[config.mk]
export PLATFORM = sky130hd
export DESIGN_NAME = printable_run_extractor_top
export DESIGN_NICKNAME = d
export VERILOG_FILES = /design/src/rtl/pre_pkg.sv /design/src/rtl/pre_front.sv /design/src/rtl/pre_back.sv /design/src/rtl/printable_run_extractor_top.sv
export SDC_FILE = /design/constraint.sdc
export NUM_CORES = 1
export LEC_CHECK = 0
export ABC_AREA = 1
export BUFFER_PORTS_ARGS = -buffer_cell sky130_fd_sc_hd__buf_2
export CELL_PAD_IN_SITES_DETAIL_PLACEMENT = 0
export CELL_PAD_IN_SITES_GLOBAL_PLACEMENT = 1
export CORE_ASPECT_RATIO = 0.9
export CORE_MARGIN = 2
export CORE_UTILIZATION = 49
export CTS_CLUSTER_DIAMETER = 150
export CTS_CLUSTER_SIZE = 25
export DETAILED_ROUTE_END_ITERATION = 16
export PLACE_DENSITY = 0.86
export SLEW_MARGIN = 20
export SYNTH_ARGS = -nofsm -noshare
export SYNTH_HDL_FRONTEND = slang
export SYNTH_HIERARCHICAL = 1
export SYNTH_SLANG_ARGS = --single-unit
export TNS_END_PERCENT = 5
[constraint.sdc]
create_clock -name clock -period 3.6 [get_ports clock]
set_clock_uncertainty 0.05 [all_clocks]
set_input_delay 0.18 -clock clock [delete_from_list [all_inputs] [get_ports clock]]
set_output_delay 0.18 -clock clock [all_outputs]
set_load 0.005 [all_outputs]
[src/rtl/pre_pkg.sv]
package pre_pkg;

   localparam int QUEUE_DEPTH = 4;
   localparam int CMP_W       = 7;

   localparam logic [7:0] PRINT_LO = 8'h20;
   localparam logic [7:0] PRINT_HI = 8'h7E;

   typedef enum logic [1:0] {
      CMD_PASS,
      CMD_TERM,
      CMD_RELEASE
   } cmd_kind_type;

   typedef struct packed {
      cmd_kind_type kind;
      logic [7:0]   data;
   } cmd_type;

   typedef enum logic {
      SEQ_IDLE,
      SEQ_RELEASE
   } seq_state_type;

   typedef enum logic {
      REG_MIN_LENGTH,
      REG_DANISH_LETTERS
   } reg_index_type;

   function automatic logic pre_is_printable(input logic [7:0] b, input logic danish);
      logic ok;
      ok = (b >= PRINT_LO) && (b <= PRINT_HI);
      case (b) inside
         8'h86, 8'h8F, 8'h91, 8'h92, 8'h9B, 8'h9D,
         8'hC5, 8'hC6, 8'hD8, 8'hE5, 8'hE6, 8'hF8: begin
            ok = ok | danish;
         end
         default: begin
            ok = ok;
         end
      endcase
      return ok;
   endfunction

endpackage

[src/rtl/pre_front.sv]
module pre_front
   import pre_pkg::*;
#(
   parameter int MAX_MIN_LENGTH = 32,
   parameter int CNT_W          = $clog2(MAX_MIN_LENGTH + 1),
   parameter int ADDR_W         = $clog2(MAX_MIN_LENGTH)
) (
   input  logic              clock,
   input  logic              reset,
   input  logic              req_valid,
   output logic              req_stall,
   input  logic [7:0]        req_data_byte,
   input  logic              req_end_of_file,
   input  logic [5:0]        min_length,
   input  logic              danish_letters,
   output logic              q_valid,
   output cmd_type           q_cmd,
   output logic [CNT_W-1:0]  q_count,
   input  logic              q_pop,
   input  logic              rel_done,
   output logic              wr_en,
   output logic [ADDR_W-1:0] wr_addr,
   output logic [7:0]        wr_data
);

   localparam int PTR_W = $clog2(QUEUE_DEPTH);
   localparam int LEN_W = $clog2(QUEUE_DEPTH + 1);

   logic [CNT_W-1:0] cnt_ff, cnt_in, cnt_next;
   logic             reporting_ff, reporting_in;
   logic             rel_pending_ff, rel_pending_in;
   logic             printable, accept, full_run;
   logic [CMP_W-1:0] eff_min;
   logic             push;
   cmd_type          push_cmd;

   cmd_type          q_cmd_ff [QUEUE_DEPTH];
   logic [CNT_W-1:0] q_cnt_ff [QUEUE_DEPTH];
   logic [PTR_W-1:0] wr_ptr_ff, rd_ptr_ff;
   logic [LEN_W-1:0] q_len_ff;
   logic             q_full;

   assign q_full    = q_len_ff == LEN_W'(QUEUE_DEPTH);
   assign q_valid   = q_len_ff != '0;
   assign q_cmd     = q_cmd_ff[rd_ptr_ff];
   assign q_count   = q_cnt_ff[rd_ptr_ff];

   // a new run may not overwrite the store while a release is still being read
   assign req_stall = q_full || (rel_pending_ff && !reporting_ff);
   assign accept    = req_valid && !req_stall;
   assign printable = pre_is_printable(req_data_byte, danish_letters);
   assign full_run  = cnt_ff == CNT_W'(MAX_MIN_LENGTH);
   assign cnt_next  = full_run ? cnt_ff : cnt_ff + 1'b1;
   assign wr_addr   = cnt_ff[ADDR_W-1:0];
   assign wr_data   = req_data_byte;

   always_comb begin
      eff_min = CMP_W'(min_length);
      if (eff_min == '0) begin
         eff_min = CMP_W'(1);
      end
      if (eff_min > CMP_W'(MAX_MIN_LENGTH)) begin
         eff_min = CMP_W'(MAX_MIN_LENGTH);
      end
   end

   always_comb begin
      push          = 1'b0;
      push_cmd.kind = CMD_PASS;
      push_cmd.data = req_data_byte;
      wr_en         = 1'b0;
      cnt_in        = cnt_ff;
      reporting_in  = reporting_ff;
      if (accept) begin
         if (req_end_of_file || !printable) begin
            push          = reporting_ff;
            push_cmd.kind = CMD_TERM;
            push_cmd.data = '0;
            cnt_in        = '0;
            reporting_in  = 1'b0;
         end else if (reporting_ff) begin
            push = 1'b1;
         end else begin
            wr_en  = !full_run;
            cnt_in = cnt_next;
            if (CMP_W'(cnt_next) >= eff_min) begin
               push          = 1'b1;
               push_cmd.kind = CMD_RELEASE;
               reporting_in  = 1'b1;
            end
         end
      end
   end

   always_comb begin
      rel_pending_in = rel_pending_ff;
      if (push && push_cmd.kind == CMD_RELEASE) begin
         rel_pending_in = 1'b1;
      end else if (rel_done) begin
         rel_pending_in = 1'b0;
      end
   end

   always_ff @(posedge clock) begin
      if (reset) begin
         cnt_ff         <= '0;
         reporting_ff   <= 1'b0;
         rel_pending_ff <= 1'b0;
         wr_ptr_ff      <= '0;
         rd_ptr_ff      <= '0;
         q_len_ff       <= '0;
      end else begin
         cnt_ff         <= cnt_in;
         reporting_ff   <= reporting_in;
         rel_pending_ff <= rel_pending_in;
         if (push) begin
            wr_ptr_ff <= wr_ptr_ff + 1'b1;
         end
         if (q_pop) begin
            rd_ptr_ff <= rd_ptr_ff + 1'b1;
         end
         if (push && !q_pop) begin
            q_len_ff <= q_len_ff + 1'b1;
         end else if (!push && q_pop) begin
            q_len_ff <= q_len_ff - 1'b1;
         end
      end
   end

   always_ff @(posedge clock) begin
      if (push) begin
         q_cmd_ff[wr_ptr_ff] <= push_cmd;
         q_cnt_ff[wr_ptr_ff] <= cnt_next;
      end
   end

endmodule

[src/rtl/pre_back.sv]
module pre_back
   import pre_pkg::*;
#(
   parameter int MAX_MIN_LENGTH = 32,
   parameter int CNT_W          = $clog2(MAX_MIN_LENGTH + 1),
   parameter int ADDR_W         = $clog2(MAX_MIN_LENGTH)
) (
   input  logic              clock,
   input  logic              reset,
   input  logic              q_valid,
   input  cmd_type           q_cmd,
   input  logic [CNT_W-1:0]  q_count,
   output logic              q_pop,
   output logic              rel_done,
   input  logic              wr_en,
   input  logic [ADDR_W-1:0] wr_addr,
   input  logic [7:0]        wr_data,
   output logic              rsp_valid,
   input  logic              rsp_stall,
   output logic [7:0]        rsp_out_byte,
   output logic              rsp_string_done,
   output logic              rsp_last_of_run
);

   seq_state_type     state_ff, state_in;
   logic [ADDR_W-1:0] idx_ff, idx_in;
   logic [CNT_W-1:0]  rcount_ff, rcount_in;

   logic [7:0]        held_mem [MAX_MIN_LENGTH];
   logic [7:0]        rd_ff;

   logic              s1_valid_ff, s1_from_mem_ff, s1_done_ff, s1_last_ff;
   logic [7:0]        s1_byte_ff;
   logic              rsp_valid_ff, rsp_done_ff, rsp_last_ff;
   logic [7:0]        rsp_byte_ff;

   logic              out_load, s1_free;
   logic              produce, from_mem, p_done, p_last;
   logic [7:0]        p_byte;
   logic [ADDR_W-1:0] rd_addr;
   logic              idx_last;

   assign out_load = !rsp_valid_ff || !rsp_stall;
   assign s1_free  = !s1_valid_ff || out_load;
   assign idx_last = CMP_W'(idx_ff) + CMP_W'(1) == CMP_W'(rcount_ff);

   // next state
   always_comb begin
      state_in = state_ff;
      unique case (state_ff)
         SEQ_IDLE: begin
            if (q_valid && s1_free && q_cmd.kind == CMD_RELEASE
                && q_count != CNT_W'(1)) begin
               state_in = SEQ_RELEASE;
            end
         end
         SEQ_RELEASE: begin
            if (s1_free && idx_last) begin
               state_in = SEQ_IDLE;
            end
         end
         default: begin
            state_in = SEQ_IDLE;
         end
      endcase
   end

   // outputs of the sequencer
   always_comb begin
      q_pop     = 1'b0;
      produce   = 1'b0;
      from_mem  = 1'b0;
      p_byte    = q_cmd.data;
      p_done    = 1'b0;
      p_last    = 1'b1;
      rel_done  = 1'b0;
      rd_addr   = idx_ff;
      idx_in    = idx_ff;
      rcount_in = rcount_ff;
      unique case (state_ff)
         SEQ_IDLE: begin
            if (q_valid && s1_free) begin
               q_pop   = 1'b1;
               produce = 1'b1;
               case (q_cmd.kind)
                  CMD_TERM: begin
                     p_byte = '0;
                     p_done = 1'b1;
                  end
                  CMD_RELEASE: begin
                     from_mem  = 1'b1;
                     rd_addr   = '0;
                     p_last    = q_count == CNT_W'(1);
                     rel_done  = q_count == CNT_W'(1);
                     idx_in    = ADDR_W'(1);
                     rcount_in = q_count;
                  end
                  default: begin
                     p_done = 1'b0;
                  end
               endcase
            end
         end
         SEQ_RELEASE: begin
            if (s1_free) begin
               produce  = 1'b1;
               from_mem = 1'b1;
               p_last   = idx_last;
               rel_done = idx_last;
               idx_in   = idx_ff + 1'b1;
            end
         end
         default: begin
            produce = 1'b0;
         end
      endcase
   end

   always_ff @(posedge clock) begin
      if (reset) begin
         state_ff     <= SEQ_IDLE;
         s1_valid_ff  <= 1'b0;
         rsp_valid_ff <= 1'b0;
      end else begin
         state_ff <= state_in;
         if (s1_free) begin
            s1_valid_ff <= produce;
         end
         if (out_load) begin
            rsp_valid_ff <= s1_valid_ff;
         end
      end
   end

   always_ff @(posedge clock) begin
      idx_ff    <= idx_in;
      rcount_ff <= rcount_in;
      if (wr_en) begin
         held_mem[wr_addr] <= wr_data;
      end
      if (produce && from_mem) begin
         rd_ff <= held_mem[rd_addr];
      end
      if (produce) begin
         s1_from_mem_ff <= from_mem;
         s1_byte_ff     <= p_byte;
         s1_done_ff     <= p_done;
         s1_last_ff     <= p_last;
      end
      if (out_load && s1_valid_ff) begin
         rsp_byte_ff <= s1_from_mem_ff ? rd_ff : s1_byte_ff;
         rsp_done_ff <= s1_done_ff;
         rsp_last_ff <= s1_last_ff;
      end
   end

   assign rsp_valid       = rsp_valid_ff;
   assign rsp_out_byte    = rsp_byte_ff;
   assign rsp_string_done = rsp_done_ff;
   assign rsp_last_of_run = rsp_last_ff;

endmodule

[src/rtl/printable_run_extractor_top.sv]
// Printable run extractor: scans a byte stream (one byte per req transfer) and
// reports runs of printable bytes (0x20..0x7E, plus the Danish DOS and Latin-1
// letters when enabled) that reach min_length. Bytes of a short run are kept in
// a store of MAX_MIN_LENGTH entries; the byte that reaches min_length releases
// them all in order, later bytes of the run pass straight through, and the end
// of a reported run gives one terminator with string_done set and out_byte 0.
// A new byte is taken every cycle unless the 4-entry command queue is full, or
// a reported run has closed while its release is still being read out of the
// store. Pass and terminator results leave at one per cycle while rsp_stall is
// low; a release of N held bytes is read out in order on the single read port
// of the store. A result passes through the command queue, the s1 register and
// the rsp output register. The user must write min_length and danish_letters
// over the csr port only while the block is idle; the block does not enforce it.
module printable_run_extractor_top
   import pre_pkg::*;
#(
   parameter int MAX_MIN_LENGTH = 32
) (
   input  logic        clock,
   input  logic        reset,
   input  logic        req_valid,
   output logic        req_stall,
   input  logic [7:0]  req_data_byte,
   input  logic        req_end_of_file,
   output logic        rsp_valid,
   input  logic        rsp_stall,
   output logic [7:0]  rsp_out_byte,
   output logic        rsp_string_done,
   output logic        rsp_last_of_run,
   input  logic        csr_psel,
   input  logic        csr_penable,
   input  logic        csr_pwrite,
   input  logic [2:0]  csr_paddr,
   input  logic [31:0] csr_pwdata,
   output logic [31:0] csr_prdata,
   output logic        csr_pready
);

   localparam int CNT_W  = $clog2(MAX_MIN_LENGTH + 1);
   localparam int ADDR_W = $clog2(MAX_MIN_LENGTH);

   logic [5:0]        min_length_ff;
   logic              danish_ff;
   logic              csr_write;
   reg_index_type     csr_index;

   logic              q_valid, q_pop, rel_done;
   cmd_type           q_cmd;
   logic [CNT_W-1:0]  q_count;
   logic              wr_en;
   logic [ADDR_W-1:0] wr_addr;
   logic [7:0]        wr_data;

   assign csr_pready = 1'b1;
   assign csr_write  = csr_psel && csr_penable && csr_pwrite && csr_pready;
   assign csr_index  = reg_index_type'(csr_paddr[2]);

   always_ff @(posedge clock) begin
      if (reset) begin
         min_length_ff <= 6'd4;
         danish_ff     <= 1'b0;
      end else if (csr_write) begin
         unique case (csr_index)
            REG_MIN_LENGTH: begin
               min_length_ff <= csr_pwdata[5:0];
            end
            REG_DANISH_LETTERS: begin
               danish_ff <= csr_pwdata[0];
            end
            default: begin
               danish_ff <= danish_ff;
            end
         endcase
      end
   end

   always_comb begin
      unique case (csr_index)
         REG_MIN_LENGTH: begin
            csr_prdata = {26'd0, min_length_ff};
         end
         REG_DANISH_LETTERS: begin
            csr_prdata = {31'd0, danish_ff};
         end
         default: begin
            csr_prdata = '0;
         end
      endcase
   end

   pre_front #(
      .MAX_MIN_LENGTH (MAX_MIN_LENGTH),
      .CNT_W          (CNT_W),
      .ADDR_W         (ADDR_W)
   ) u_front (
      .clock           (clock),
      .reset           (reset),
      .req_valid       (req_valid),
      .req_stall       (req_stall),
      .req_data_byte   (req_data_byte),
      .req_end_of_file (req_end_of_file),
      .min_length      (min_length_ff),
      .danish_letters  (danish_ff),
      .q_valid         (q_valid),
      .q_cmd           (q_cmd),
      .q_count         (q_count),
      .q_pop           (q_pop),
      .rel_done        (rel_done),
      .wr_en           (wr_en),
      .wr_addr         (wr_addr),
      .wr_data         (wr_data)
   );

   pre_back #(
      .MAX_MIN_LENGTH (MAX_MIN_LENGTH),
      .CNT_W          (CNT_W),
      .ADDR_W         (ADDR_W)
   ) u_back (
      .clock           (clock),
      .reset           (reset),
      .q_valid         (q_valid),
      .q_cmd           (q_cmd),
      .q_count         (q_count),
      .q_pop           (q_pop),
      .rel_done        (rel_done),
      .wr_en           (wr_en),
      .wr_addr         (wr_addr),
      .wr_data         (wr_data),
      .rsp_valid       (rsp_valid),
      .rsp_stall       (rsp_stall),
      .rsp_out_byte    (rsp_out_byte),
      .rsp_string_done (rsp_string_done),
      .rsp_last_of_run (rsp_last_of_run)
   );

endmodule

# --- Word-level counts from Yosys, hierarchy flattened ---
# Memory sizes are Yosys's and may differ from the RTL's. A register that Yosys moved wholly into a read port is not among the register bits.
# Cells that the tools add are included.
totals:
  register_bits: 57
  ramBits: 320
  input_bits: 51
  output_inout_bits: 45
  elab_cells: 162
  mem_count: 3
memory_table:
  columns: ["memory", "depth", "width", "read_ports", "rd_ports_with_merged_regs", "wr", "line_no", "source"]
  rows:
  - ["u_back.held_mem", 32, 8, 1, 1, 1, "pre_back.sv:29", "logic [7:0] held_mem [MAX_MIN_LENGTH];"]
  - ["u_front.q_cmd_ff", 4, 10, 1, 1, 1, "pre_front.sv:37", "cmd_type q_cmd_ff [QUEUE_DEPTH];"]
  - ["u_front.q_cnt_ff", 4, 6, 1, 1, 1, "pre_front.sv:38", "logic [CNT_W-1:0] q_cnt_ff [QUEUE_DEPTH];"]
classes:
  add_sub_neg: 7
  order_cmp: 4
  n_eq_ne: 24
  n_mux: 62
  bitwise_logic: 4
  reduce_logical: 38
ops:
  columns: ["op", "count"]
  rows:
  - ["equality test 8 bit (second input constant)", 12]
  - ["one-hot mux 32 bit (2 select lines)", 1]
  - ["2-to-1 mux 8 bit", 5]
  - ["2-to-1 mux 5 bit", 6]
  - ["2-to-1 mux 6 bit", 5]
  - ["2-to-1 mux 1 bit", 29]
  - ["logical AND 1 bit", 14]
  - ["2-to-1 mux 2 bit", 7]
  - ["OR reduction 12 bit", 1]
  - ["2-to-1 mux 10 bit", 1]
  - ["one-hot mux 1 bit (2 select lines)", 5]
  - ["one-hot mux 5 bit (2 select lines)", 1]
  - ["logical NOT 1 bit", 9]
  - [">= comparator 8 x 6 -> 1 bit (second input constant)", 1]
  - ["<= comparator 8 x 7 -> 1 bit (second input constant)", 1]
  - ["equality test 7 x 6 -> 1 bit", 1]
  - ["adder 5 x 1 -> 6 bit (second input constant)", 1]
  - ["adder 6 x 1 -> 6 bit (second input constant)", 1]
  - ["equality test 6 x 1 -> 1 bit (second input constant)", 1]
  - ["equality test 6 bit (second input constant)", 1]
  - [">= comparator 6 bit", 1]
  - ["> comparator 6 bit (second input constant)", 1]
  - ["logical NOT 6 bit", 1]
  - ["2-to-1 mux 3 bit", 2]
  - ["18 further kinds", 31]

# --- Depth between registers and ports, before layout ---
depth:
  depth_word: 13
  mapped_depth: 21
  depth_no_buf: 21

# --- Hierarchy ---
# The synthesis kept the hierarchy.
modules_own_cells:
  columns: ["module", "n_inst", "cells_each", "area_per_inst_um2", "seq_area_each_um2"]
  rows:
  - ["pre_back", 1, 1146, 13048.8, 8948.6]
  - ["pre_front", 1, 374, 3743.6, 2262.2]
  - ["printable_run_extractor_top", 1, 89, 584.3, 140.1]

# --- Worst setup path after synthesis ---
# No wires, ideal clock.
synth_path:
  kind: "register to register"
  start: "register u_front.cnt_ff[0]"
  end: "memory u_front/q_cmd_ff[0][0] (netlist bit), enable pin"
  setup_ns: 0.389
  arrival_ns: 2.638
  required_time_ns: 3.161
  slack_ns: 0.524
  stages_incl_launch_ff: 17
  n_path_buf: 0
  period_less_slack_ns: 3.076
  path_cell_list: "dfxtp_1 > inv_1 > ha_1 > nand4_1 > o21ai_0 > a21oi_1 > ha_1 > nand2_1 > nor2_1 > nand3_1 > nand3_1 > nand2_1 > inv_1 > nand3_1 > nand2_2 > inv_2 > nor2_1"
synth_between:
  elab_chain_len: 9
  elab_cells_between_ends: 10
  classes_between: "add/sub (1); order compare (1); eq/ne (1); mux (7)"
synth_lines:
  columns: ["item", "line_no", "source"]
  rows:
  - ["start: declaration", "pre_front.sv:29", "logic [CNT_W-1:0] cnt_ff, cnt_in, cnt_next;"]
  - ["start signal: assignment", "pre_front.sv:113", "cnt_ff <= cnt_in;"]
  - ["adder 6 x 1 -> 6 bit or equality test 6 bit (tied branches)", "pre_front.sv:53, pre_front.sv:52", null]
  - ["2-to-1 mux 6 bit *", "pre_front.sv:53", "assign cnt_next = full_run ? cnt_ff : cnt_ff + 1'b1;"]
  - ["net u_front.cnt_next[2]", "pre_front.sv:29", null]
  - [">= comparator 6 bit *", "pre_front.sv:86", "if (CMP_W'(cnt_next) >= eff_min) begin"]
  - ["2-to-1 mux 1 bit *", "pre_front.sv:86", null]
  - ["2-to-1 mux 1 bit *", "pre_front.sv:81", "end else if (reporting_ff) begin"]
  - ["2-to-1 mux 1 bit *", "pre_front.sv:75", "if (req_end_of_file || !printable) begin"]
  - ["2-to-1 mux 1 bit *", "pre_front.sv:74", "if (accept) begin"]
  - ["net u_front.push", "pre_front.sv:34", "logic push;"]
  - ["2-to-1 mux 1 bit *", "pre_front.sv:131", "if (push) begin"]
  - ["2-to-1 mux 1 bit (not written as such) *", "pre_front.sv:132", "q_cmd_ff[wr_ptr_ff] <= push_cmd;"]
  - ["end: declaration", "pre_front.sv:37", null]
# The timed path passes the listed nets; every way through them passes the cells marked *.

==> out/qor.yml <==
timing:
  max_freq_mhz: 300
  drv_slew: 0
  setup_viol: 0
  hold_viol: 0
  rsz0062_at_grt: "no"
  min_period_ns: 3.33
  fin_crit_sh_pct: 92.4
  slew_headroom_pct: 35.4
  finalSetupTns_ns: 0
  worst_pin_slew_ns: 0.968
drt:
  num_vias: 11800
  drt_iter0_drc: 1272
  dr.pass1.iters: 5
  drc: 0
  vias_per_cell: 5.47
  wl_per_cell_um: 19.0
  ant_nets: 0
  wl_mm: 40.9
yosys:
  synth_seq_cells: 387
  synth_area_leaders: "edfxtp_1 (62%), nand3_1 (7.0%), nand2_1 (5.0%)"
  synth-simple-area-share_pct: 18.7
  avgSynthCellArea_um2: 10.8
  synth.mux.area_fraction_pct: 0.518
  synth_compound_area_share_pct: 5.08
  yosysWarnings: 6
  synthArstFlopShare_pct: 0
  seq_area_frac_synth_pct: 65.3
  postSynthCellCount: 1609
  yosys.area.top_type_share_pct: 62.2
  synth_xor_area_share_pct: 0.454
  yosys-top-cells-count: "edfxtp_1 (360), nand3_1 (243), nand2_1 (233)"
  synth_most_common_cell: "edfxtp_1"
  synth_top_family_by_area: "simple AND/OR/NAND/NOR gates"
  synth_cell_type_count: 43
  synth-adder-area-share_pct: 1.12
  synth_area_leader_cell: "edfxtp_1"
  synth_flop_cell: "edfxtp_1"
  netlist_area_um2: 17400
  synth_edf_count: 360
critical_path:
  path_cells: "inv_1, o21ai_0, o22ai_1, nand3_4, nor2_8, nor2_2, inv_1, nand3_1, nand2_1, nand2_1, nand2_1"
  worst_ep_arrival_time_ns: 3.57
  critPathCaptureType: "flip-flop"
  required_ns: 3.84
  path_common_cell: "nand2_1"
  worstSetupPathType: "flip-flop to flip-flop"
  critPathMaxFanout: 17
  cp_slowest_cell: "nor2_2"
  critPathLaunchType: "flip-flop"
  cpPeakStageDelay_ns: 0.74
final_layout:
  syn2layout_area_growth_pct: 8.54
  n_antenna_cell: 0
  fillers: 2998
  drive_above_1_share_pct: 12.9
  final_nets: 1734
  final_cells: 2149
placement:
  gp_congestion: 0.878
  dp_hpwl_mm: 26.1
  io_buffer_count: 40
  dp_cells: 2100
grt:
  met3_usage_pct: 2.16
  grt_use_met1_pct: 32.3
  grt_max_degree: 65
  grt_remaining_overflow: 0
  grt_usage_pct: 22.0
  grt_pass1_wl_mm: 62.9
  antenna_found_initial: 0
  grt-busiest-layer: "met2"
  grt_pass1_vias: 11000
  grt_util_met2_pct: 35.4
worst_hold_path:
  hp-class: "input port to flip-flop"
cts:
  cts.path.max_buffers: 3
  cts_tree: "yes"
  clk_latency_ns: 0.53
  path_clk_slew_ns: 0.10
  cts-root-buf: "clkbuf_16"
  cts_sinks: 387
  h-tree-depth: 1
  cts_buffers: 19
floorplanning:
  core_um2: 35000
  die-area_um2: 37000
  ios: 96
  die_h_um: 183
  initial_core_util_pct: 49.7
  rows: 65
  die_w_um: 203
power:
  power_density_nw_per_um2: 676
  cellLeakagePower_nw: 7.40
  vdd_drop_max_v: 0.000401
job:
  max-cap-violations: 0
status:
  status: "complete, no violations"
[final cells by class]
cell class / instances / area (µm²) / area share [%]
multi-input cells: 908 / 4620 / 24.5
repair buffers: 123 / 896 / 4.75
well taps: 469 / 587 / 3.11
flip-flops and latches: 387 / 11400 / 60.2
clock buffers: 32 / 524 / 2.78
inverters: 229 / 861 / 4.56
clock inverters: 1 / 16.3 / 0.0862
[registers in the layout, summed over array words and instances, names as in the netlist, 6 cells and up, named ones only]
| name | cells |
|---|---|
| u_back/s1_byte_ff | 8 |
| u_front/q_cmd_ff | 40 |
| u_back/held_mem | 256 |
| u_front/cnt_ff | 6 |
| u_front/q_cnt_ff | 24 |
| u_back/rsp_out_byte | 8 |
| min_length_ff | 6 |
| u_back/rcount_ff | 6 |
| u_back/rd_ff | 8 |
[kinds of logic (layout without fill, tap and decap cells)]
group,count (synthesis),in the layout
other,2,27
adders and majority gates,15,15
xor gates and xnor gates,9,9
muxes,8,8
buffers and inverters,339,385
and+or+nand+nor,717,717
AOI/OAI and AO/OA,132,132
DFF,387,387
[placed cells by master (no fill, tap or decap), types with 2 or more instances in the layout]
master         count
nand2_2            2
buf_4             66
dfxtp_2            4
nand4_1            2
inv_1            222
nand3b_1           2
o22ai_1           16
inv_2              6
dlygate4sd3_1     14
o2111ai_1         48
nand3_1          242
ha_1              14
clkbuf_1          13
o21ai_0           41
or2_2             48
o211ai_1           2
nand3_2            2
conb_1            27
a21oi_1           21
nor2_4             3
nand3_4            2
nor3_1             5
buf_12             3
dfxtp_1           22
nor2_1           165
xor2_1             7
nand2_4            2
buf_2             40
edfxtp_1         360
nand2_1          233
mux2_2             8
nor2_2             3
clkbuf_16         19
[per-layer routing]
layer	share of wire, %	vias to the layer above
met4	2.2	0
met5	0	-
li1	-	5506
met1	44	5747
met3	6.8	54
met2	47	450
[worst paths after layout]
| check | endpoint | cells past startpoint | slack [ns] | start |
|---|---|---|---|---|
| worst max-delay path | u_back/rd_ff[1] | 11 | 0.27 | flip-flop |
| worst min-delay path | u_back/held_mem[15][2] | 1 | 0.02 | req_data_byte[2] |
| worst max register to register | u_back/rd_ff[1] | 11 | 0.27 | flip-flop |
| worst min register to register | u_back/rsp_last_of_run | 0 | 0.38 | u_back/s1_last_ff |
[timing repair]
action                     in CTS  in global routing
hold buffers                   14                  0
setup endpoints to repair       0                  2
hold endpoints to repair       15                  0
buffers inserted                0                  2
resized for setup               0                  8
[worst max-delay path: cells and delay by family (launching register included)]
family / cells / cell delay [ns]
buffers and inverters: 2 / 0.70
flip-flops: 1 / 0.47
AO/OA/AOI/OAI: 2 / 0.38
AND/OR/NAND/NOR: 7 / 1.46
[through the flow]
step	power (mW)	cell area, µm²	worst slack [ns]	hold slack, ns	utilization (%)
finish	12.7	18900	0.272	0.0200	53.9
floorplan	8.88	17500	0.524	0.199	-
global route	13.4	18900	0.00498	0.0134	53.9
global placement	10.3	18100	0.315	0.350	51.9
detailed placement	10.4	18100	0.140	0.356	51.9
CTS	12.7	18800	0.111	0.00675	53.8
[where the power goes]
group,internal (mW),switching [mW]
logic,1.45,3.30
registers,5.41,0.216
clock network,1.02,1.35
total,7.87,4.87
Power figures use the tool's default switching activity.
